## config.mk

```make
export PLATFORM = sky130hd
export DESIGN_NAME = api_frame_transmit_encoder_top
export DESIGN_NICKNAME = d
export VERILOG_FILES = /design/src/design/afe_pkg.sv /design/src/design/api_frame_transmit_encoder_top.sv /design/src/design/afe_encode.sv /design/src/design/afe_serialize.sv
export VERILOG_INCLUDE_DIRS = /design/src /design/src/design
export SDC_FILE = /design/constraint.sdc
export NUM_CORES = 1
export LEC_CHECK = 0
export BUFFER_PORTS_ARGS = -buffer_cell sky130_fd_sc_hd__buf_4
export CORE_ASPECT_RATIO = 0.9
export CORE_MARGIN = 4
export CORE_UTILIZATION = 35
export DETAILED_ROUTE_END_ITERATION = 10
export GPL_ROUTABILITY_DRIVEN = 0
export HOLD_SLACK_MARGIN = 0.06
export PLACE_DENSITY = 0.51
export SLEW_MARGIN = 10
export SYNTH_ARGS = -nofsm -noshare
export SYNTH_HDL_FRONTEND = slang
export SYNTH_SLANG_ARGS = --single-unit
export TNS_END_PERCENT = 1
```

## constraint.sdc

```tcl
create_clock -name clk -period 4.2 [get_ports clk]
set_input_delay 0.63 -clock clk [delete_from_list [all_inputs] [get_ports clk]]
set_output_delay 0.63 -clock clk [all_outputs]
set_load 0.03 [all_outputs]
```

## src/design/api_frame_transmit_encoder_top_defines.svh

```systemverilog
// Assertion macros for the frame transmit encoder.
// They expect signals named clk and arst_n in the module that uses them.
`ifndef API_FRAME_TRANSMIT_ENCODER_TOP_DEFINES_SVH
`define API_FRAME_TRANSMIT_ENCODER_TOP_DEFINES_SVH

`ifndef SYNTHESIS
// pre holds -> post holds in the same cycle
`define AFE_ASSERT_IMM(label, pre, post) \
	label: assert property (@(posedge clk) disable iff (!arst_n) (pre) |-> (post)) \
		else $error("afe assertion failed");
// pre holds -> post holds in the next cycle
`define AFE_ASSERT_NXT(label, pre, post) \
	label: assert property (@(posedge clk) disable iff (!arst_n) (pre) |=> (post)) \
		else $error("afe assertion failed");
`else
`define AFE_ASSERT_IMM(label, pre, post)
`define AFE_ASSERT_NXT(label, pre, post)
`endif

`endif

```

## src/design/afe_pkg.sv

```systemverilog
package afe_pkg;

	localparam logic [7:0] ESC_MARK  = 8'h7D;
	localparam logic [7:0] START_DLM = 8'h7E;
	localparam logic [7:0] XON_CHAR  = 8'h11;
	localparam logic [7:0] XOFF_CHAR = 8'h13;
	localparam logic [7:0] ESC_FLIP  = 8'h20;
	localparam logic [7:0] CK_BASE   = 8'hFF;

	localparam logic [1:0] POS_DELIM   = 2'd0;
	localparam logic [1:0] POS_LEN_HI  = 2'd1;
	localparam logic [1:0] POS_LEN_LO  = 2'd2;
	localparam logic [1:0] POS_PAYLOAD = 2'd3;

	localparam int MAX_WORDS = 4;

	// Wire words produced by one input word
	typedef struct packed {
		logic [MAX_WORDS-1:0][7:0] bytes;
		logic [2:0]                count;
		logic                      has_end;
	} bundle_t;

	function automatic logic needs_escape(input logic [7:0] b);
		return (b == ESC_MARK) || (b == START_DLM) || (b == XON_CHAR) || (b == XOFF_CHAR);
	endfunction

endpackage

```

## src/design/api_frame_transmit_encoder_top.sv

```systemverilog
// Escaped frame transmit encoder.
// An accepted input word's first wire word appears in the cycle after it.
// One wire word per cycle while out_stall is low; an input word expands to
// one to four wire words, and the next is taken as the last of them leaves.
// Reset: arst_n clears header position, checksum sum and the output valid.
module api_frame_transmit_encoder_top
	import afe_pkg::*;
(
	input  logic       clk,
	input  logic       arst_n,
	input  logic       in_valid,
	output logic       in_stall,
	input  logic [7:0] data_byte,
	input  logic       last_byte,
	output logic       out_valid,
	input  logic       out_stall,
	output logic [7:0] out_byte,
	output logic       frame_end
);

	bundle_t bundle;
	logic    accept;

	// Accept a word when the serializer can take its bundle
	assign accept = in_valid && !in_stall;

	afe_encode u_encode (
		.clk       (clk),
		.arst_n    (arst_n),
		.data_byte (data_byte),
		.last_byte (last_byte),
		.accept    (accept),
		.bundle    (bundle)
	);

	afe_serialize u_serialize (
		.clk       (clk),
		.arst_n    (arst_n),
		.in_valid  (in_valid),
		.bundle_in (bundle),
		.in_stall  (in_stall),
		.out_valid (out_valid),
		.out_stall (out_stall),
		.out_byte  (out_byte),
		.frame_end (frame_end)
	);

endmodule

```

## src/design/afe_encode.sv

```systemverilog
module afe_encode
	import afe_pkg::*;
(
	input  logic       clk,
	input  logic       arst_n,
	input  logic [7:0] data_byte,
	input  logic       last_byte,
	input  logic       accept,
	output bundle_t    bundle
);

	logic [1:0] header_position_q;
	logic [7:0] payload_sum_q;

	logic       in_payload;
	logic       close_frame;
	logic [7:0] sum_next;
	logic [7:0] ck;
	logic       esc_data;
	logic       esc_ck;
	logic [7:0] c0;
	logic [7:0] c1;
	logic [2:0] n_data;
	logic [2:0] n_ck;

	// Build the escaped word list for this input word
	always_comb begin
		in_payload  = (header_position_q == POS_PAYLOAD);
		close_frame = in_payload && last_byte;
		sum_next    = payload_sum_q + data_byte;
		ck          = CK_BASE - sum_next;
		esc_data    = needs_escape(data_byte) && (header_position_q != POS_DELIM);
		esc_ck      = needs_escape(ck);
		c0          = esc_ck ? ESC_MARK : ck;
		c1          = ck ^ ESC_FLIP;
		n_data      = esc_data ? 3'd2 : 3'd1;
		n_ck        = esc_ck ? 3'd2 : 3'd1;

		bundle.bytes[0] = esc_data ? ESC_MARK : data_byte;
		bundle.bytes[1] = esc_data ? (data_byte ^ ESC_FLIP) : c0;
		bundle.bytes[2] = esc_data ? c0 : c1;
		bundle.bytes[3] = c1;
		bundle.count    = close_frame ? (n_data + n_ck) : n_data;
		bundle.has_end  = close_frame;
	end

	// Advance header position and running sum per accepted word
	always_ff @(posedge clk or negedge arst_n) begin
		if (!arst_n) begin
			header_position_q <= POS_DELIM;
			payload_sum_q     <= 8'd0;
		end else if (accept) begin
			if (close_frame) begin
				header_position_q <= POS_DELIM;
				payload_sum_q     <= 8'd0;
			end else if (in_payload) begin
				payload_sum_q <= sum_next;
			end else begin
				header_position_q <= header_position_q + 2'd1;
			end
		end
	end

endmodule

```

## src/design/afe_serialize.sv

```systemverilog
`include "api_frame_transmit_encoder_top_defines.svh"

module afe_serialize
	import afe_pkg::*;
(
	input  logic       clk,
	input  logic       arst_n,
	input  logic       in_valid,
	input  bundle_t    bundle_in,
	output logic       in_stall,
	output logic       out_valid,
	input  logic       out_stall,
	output logic [7:0] out_byte,
	output logic       frame_end
);

	logic       valid_q;
	bundle_t    bundle_q;
	logic [1:0] idx_q;

	logic last_word;
	logic done;
	logic load_ok;
	logic load;

	// Drive the current wire word from the held bundle
	always_comb begin
		last_word = ({1'b0, idx_q} == (bundle_q.count - 3'd1));
		done      = valid_q && !out_stall && last_word;
		load_ok   = !valid_q || done;
		load      = in_valid && load_ok;
		in_stall  = !load_ok;
		out_valid = valid_q;
		out_byte  = bundle_q.bytes[idx_q];
		frame_end = bundle_q.has_end && last_word;
	end

	// Hold the bundle control and step through its words
	always_ff @(posedge clk or negedge arst_n) begin
		if (!arst_n) begin
			valid_q <= 1'b0;
			idx_q   <= 2'd0;
		end else if (load) begin
			valid_q <= 1'b1;
			idx_q   <= 2'd0;
		end else if (done) begin
			valid_q <= 1'b0;
			idx_q   <= 2'd0;
		end else if (valid_q && !out_stall) begin
			idx_q <= idx_q + 2'd1;
		end
	end

	// Capture payload on load only
	always_ff @(posedge clk) begin
		if (load) begin
			bundle_q <= bundle_in;
		end
	end

	`AFE_ASSERT_IMM(a_count_range, valid_q, (bundle_q.count != 3'd0) && (bundle_q.count <= 3'd4))
	`AFE_ASSERT_IMM(a_idx_in_bundle, valid_q, {1'b0, idx_q} < bundle_q.count)
	`AFE_ASSERT_NXT(a_load_takes, load, valid_q && (idx_q == 2'd0))
	`AFE_ASSERT_NXT(a_stall_holds, valid_q && out_stall, valid_q && $stable(idx_q))

endmodule

```

== After elaboration in Yosys (flattened, before gate mapping) ==
Cells that the tools add are included.
Storage, ports and cells
  register bits after elaboration: 49
  bits in latches: 0
  RAM bits: 0
  memory bits (read-only): 0
  input port bits: 13
  output and inout bits: 11
  memories: 0
Operators by class
  $add $sub $neg: 6
  multipliers: 0
  divide/modulo/power cells: 0
  $lt $le $gt $ge: 1
  eq/ne operators: 11
  shifts and indexed selects: 0
  multiplexer cells: 17
  bitwise logic cells: 2
  reduce and logical (&&, ||, !) cells: 22
Operators with widths (number)
  two-way mux 8 bit: 6
  equality test 8 x 5 -> 1 bit (second input constant): 4
  equality test 8 x 7 -> 1 bit (second input constant): 4
  binary-select mux 8 bit (select 2 bit): 1
  two-way mux 2 bit: 7
  adder 8 bit: 1
  subtractor 8 bit (first input constant): 1
  logical OR 1 bit: 7
  logical AND 1 bit: 6
  nonzero test 2 bit: 3
  adder 2 x 1 -> 2 bit (second input constant): 2
  AND reduction 2 bit: 2
  adder 3 bit: 1
  equality test 2 x 3 -> 1 bit: 1
  zero test 1 bit: 3
  less-than comparator 2 x 3 -> 1 bit (second input constant): 1
  two-way mux 3 bit: 1
  nonzero test 3 bit: 1
  subtractor 3 x 1 -> 3 bit (second input constant): 1
  equality test 2 bit (second input constant): 1
  two-way mux 1 bit: 2
  != test 2 bit (second input constant): 1
  NOT 1 bit: 2

== Longest topological paths before layout ==
  depth in word-level cells: 9
  mapped depth: 10
  mapped depth without buffers: 10

== Hierarchy ==
Synthesis repeated with hierarchy kept, for this count alone.
Unflattened totals
  cell total of the unflattened synthesis: 210
  area total of the unflattened synthesis: 2666.3 µm²
By module, submodules not included
  afe_serialize: times used 1, cells an instance 71, area an instance 1503.9 µm²
  afe_encode: times used 1, cells an instance 138, area an instance 1148.6 µm²
  api_frame_transmit_encoder_top: times used 1, cells an instance 1, area an instance 13.8 µm²

== Least setup slack after synthesis ==
No wires, ideal clock.
  path kind: input to register
  from: in data_byte[0]
  to: reg u_serialize.bundle_q[1] (netlist bit), data pin
  library setup time: 0.254 ns
  data arrival time: 2.792 ns
  data required time: 3.946 ns
  slack: 1.153 ns
  stages on the path: 10
  buffers on the path: 0
  cells stage by stage: ha_1 > fa_1 > a21o_1 > a221oi_4 > xor2_4 > nor4b_4 > o21ai_2 > inv_1 > ha_1 > o21a_1
RTL lines
  start, declared: line api_frame_transmit_encoder_top.sv:13  | input logic [7:0] data_byte,
  end signal, assigned: line afe_serialize.sv:57  | bundle_q <= bundle_in;
  end, declared: line afe_serialize.sv:18  | bundle_t bundle_q;

==> results.md <==
* Outcome: complete, no violations
* Critical path class: in -> reg
* Initial drt markers at 56
* I/O Buffers at 23
* Root Driver: clkbuf_8
* CTS Hold Buffers Added at 0
* Routed via count at 1709
* Die W at a little over 100 um
* First-pass GRT wire length at between 8000 and 9000 um
* CP arrival at around 3.1 ns
* Fmax at 0.329 GHz
* DRC at 0
* Clk buf depth at 2
* Standard-cell rows at 30
* Synth top cells by count: edfxtp_1 (36), nand2_1 (18), dfrtp_1 (13), inv_1 (13), ha_1 (12)
* Worst path cell trace: buf_4 > ha_1 > fa_1 > a21o_1 > a221oi_4 > xor2_4 > nor4b_4 > o21ai_2 > inv_1 > ha_1 > o21a_1
* Max H-tree Level at 2
* DRT antenna net count at 0
* Least-Margin Pin Slew at 0.602 ns
* Family with the most delay on the worst path: compound AO/OA/AOI/OAI gates
* Synth top area share at 0.400
* CP Buf/Inv Count at 2
* Clock-pin transition on the worst setup and hold timing paths at 0.09 ns
* Global Route Usage Sum at 0.124
* Post-synth cell types at 55
* Max_slew headroom at 0.596
* Clk_skew at 0.0119 ns
* First drt pass iteration count at 4
* HP Class: in -> async
* DIE AREA at 9200 um^2
* TritonCTS clock tree: built
* Multi-input logic area at 1210 um^2
* Mapped cell area at 2710 um^2
* Count leader, synth: edfxtp_1
* Critical Path RT at 4.25 ns
* Area grow syn2layout at 13.7%
* Critical path's largest stage delay at roughly 0.41 ns
* Post-Syn Instances at about 210
* Crit. End Element: flop
* Worst-skew pair later-pin latency at 0.29 ns
* Total Power at 0.00194 W
* Register area share after synthesis at 0.520
* Initial antenna violation count at 0
* Static Leak at 1.21 nW
* Post-synth ARST share at 0.265
* FF+latch area at 1410 um^2
* TritonCTS buffer count at 5
* Layout Nets at 266
* # setup viols final at 0
* Synth top area cells: edfxtp_1 (40%), dfrtp_1 (12%), mux4_2 (6.7%), ha_1 (5.6%), nand2_1 (2.5%)
* Avg WL per Cell at around 16 um
* I/O Pins at 24
* WL final at about 5500 um
* Routed vias/inst at about 5
* Crit path launch type: input port
* Final hold violation count at 0
* Critical-path top delay cell: fa_1
* Post-route clock period utilization at 0.723
* Slew Limit Fails at 0
* FF+latch count, synth at 49
* Ratio of cells with drive above 1 in the final layout at 0.249
* Die Height at 91.4 um
* Placed Cells at 329
* GRT Residual Overflow at 0
* CTS Sinks at 49
* Total negative slack at 0 ns
* Top cell type by total area after synthesis: edfxtp_1
* RSZ-0062 raised after global routing: false
* Avg Synthesized Cell Area at 12.7 um^2
* Minimum clock period at between 3 and 4 ns
* PD cells at 631 nW/um^2
* N_diodes at 0
* Syn_nets at 239
* Synth Flop Type: edfxtp_1
* Core area at 7540 um^2
* MaxCap Viol Count at 0
* Number of enable flip-flop cells after synthesis at 36
* Largest net degree at the start of global routing at 27
* Crit-path most repeated cell: ha_1
* Setup bufs post-CTS at 0
* DP Wirelength at 4170 um
* Post-CTS resize count at 0
* CP max FO at 7
* FF-to-FF path depth at 10
* Levels on crit path at 11
* Max rail drop VDD at 258 uV
* Fillers at 730
* Synth warn at 0
* Layout Cells excl Fill at between 300 and 400
* Starting Density at 0.359
* Vias in the first global route at around 1700
==> cell usage in the layout (no fill, tap or decap), types with 2 or more instances in the layout <==
cell type	n
xnor2_1	5
mux4_2	8
ha_1	12
nand2_1	18
or2_2	2
inv_1	13
nand2b_1	8
and2_1	6
a22o_1	3
mux2i_1	3
a21o_1	2
nand3_1	2
buf_4	27
mux2_2	2
clkbuf_8	5
dfrtp_1	13
a21oi_1	11
clkinv_1	3
nor2_1	11
xor2_1	3
nor3_1	3
nand3b_1	2
o21ai_0	5
o31ai_1	8
edfxtp_1	36
==> worst register-to-register path: stages, from the launching register on <==
cell	delay, ns
dfrtp_1	0.42
ha_1	0.22
fa_1	0.41
a21o_1	0.22
a221oi_4	0.32
xor2_4	0.17
nor4b_4	0.36
o21ai_2	0.14
inv_1	0.09
ha_1	0.22
o21a_1	0.18
==> path summary, 6_finish.rpt <==
| check | start | to | slack [ns] |
|---|---|---|---|
| max | data_byte[0] | u_serialize.bundle_q[1] | 1.16 |
| min | arst_n | u_serialize.idx_q[0] | 0.17 |
| max reg2reg | u_encode.payload_sum_q[0] | u_serialize.bundle_q[1] | 1.22 |
| min reg2reg | u_encode.payload_sum_q[4] | u_encode.payload_sum_q[4] | 0.49 |
| max in group asynchronous | arst_n | u_encode.payload_sum_q[2] | 3.85 |
| min in group clk | u_encode.payload_sum_q[4] | u_encode.payload_sum_q[4] | 0.49 |
==> through the flow <==
stage	hold WS, ns	worst slack [ns]	area [um^2]	utilization
after floorplan	0.334	1.15	2710	-
after global placement	0.476	0.898	2990	0.397
after detailed placement	0.482	0.860	2990	0.397
after CTS	0.177	1.18	3080	0.408
after global routing	0.172	1.02	3080	0.408
final	0.174	1.16	3080	0.408
==> layout make-up <==
type | instances | area share
repair buffers | 27 | 0.0659
inverters | 15 | 0.0183
multi-input cells | 142 | 0.392
clock inverters | 2 | 0.00366
well taps | 96 | 0.0390
flip-flops and latches | 49 | 0.457
clock buffers | 6 | 0.0236
==> metal layers <==
layer,global-route usage,wire length (um)
met1,0.175,2600
met2,0.202,2690
met3,0.0215,156
met4,0.0236,35
met5,0,0
==> kinds of logic after synthesis <==
logic type      synth area share
fa+ha+maj                 0.0629
mux                       0.0860
flops                      0.520
simple gates               0.143
xor+xnor                  0.0361
buf+inv                   0.0338
compound gates             0.118
==> flip-flops by register name (all words and copies together), names as in the netlist <==
register	flops
u_encode.payload_sum_q	8
u_serialize.idx_q	2
u_serialize.out_valid	1
u_encode.header_position_q	2
u_serialize.bundle_q	36
==> power breakdown <==
group / switching, W / internal (W)
Sequential: 0.0000660 / 0.000671
Clock: 0.000151 / 0.000116
Combinational: 0.000529 / 0.000408
Total: 0.000745 / 0.00119
Power figures use the tool's default switching activity.
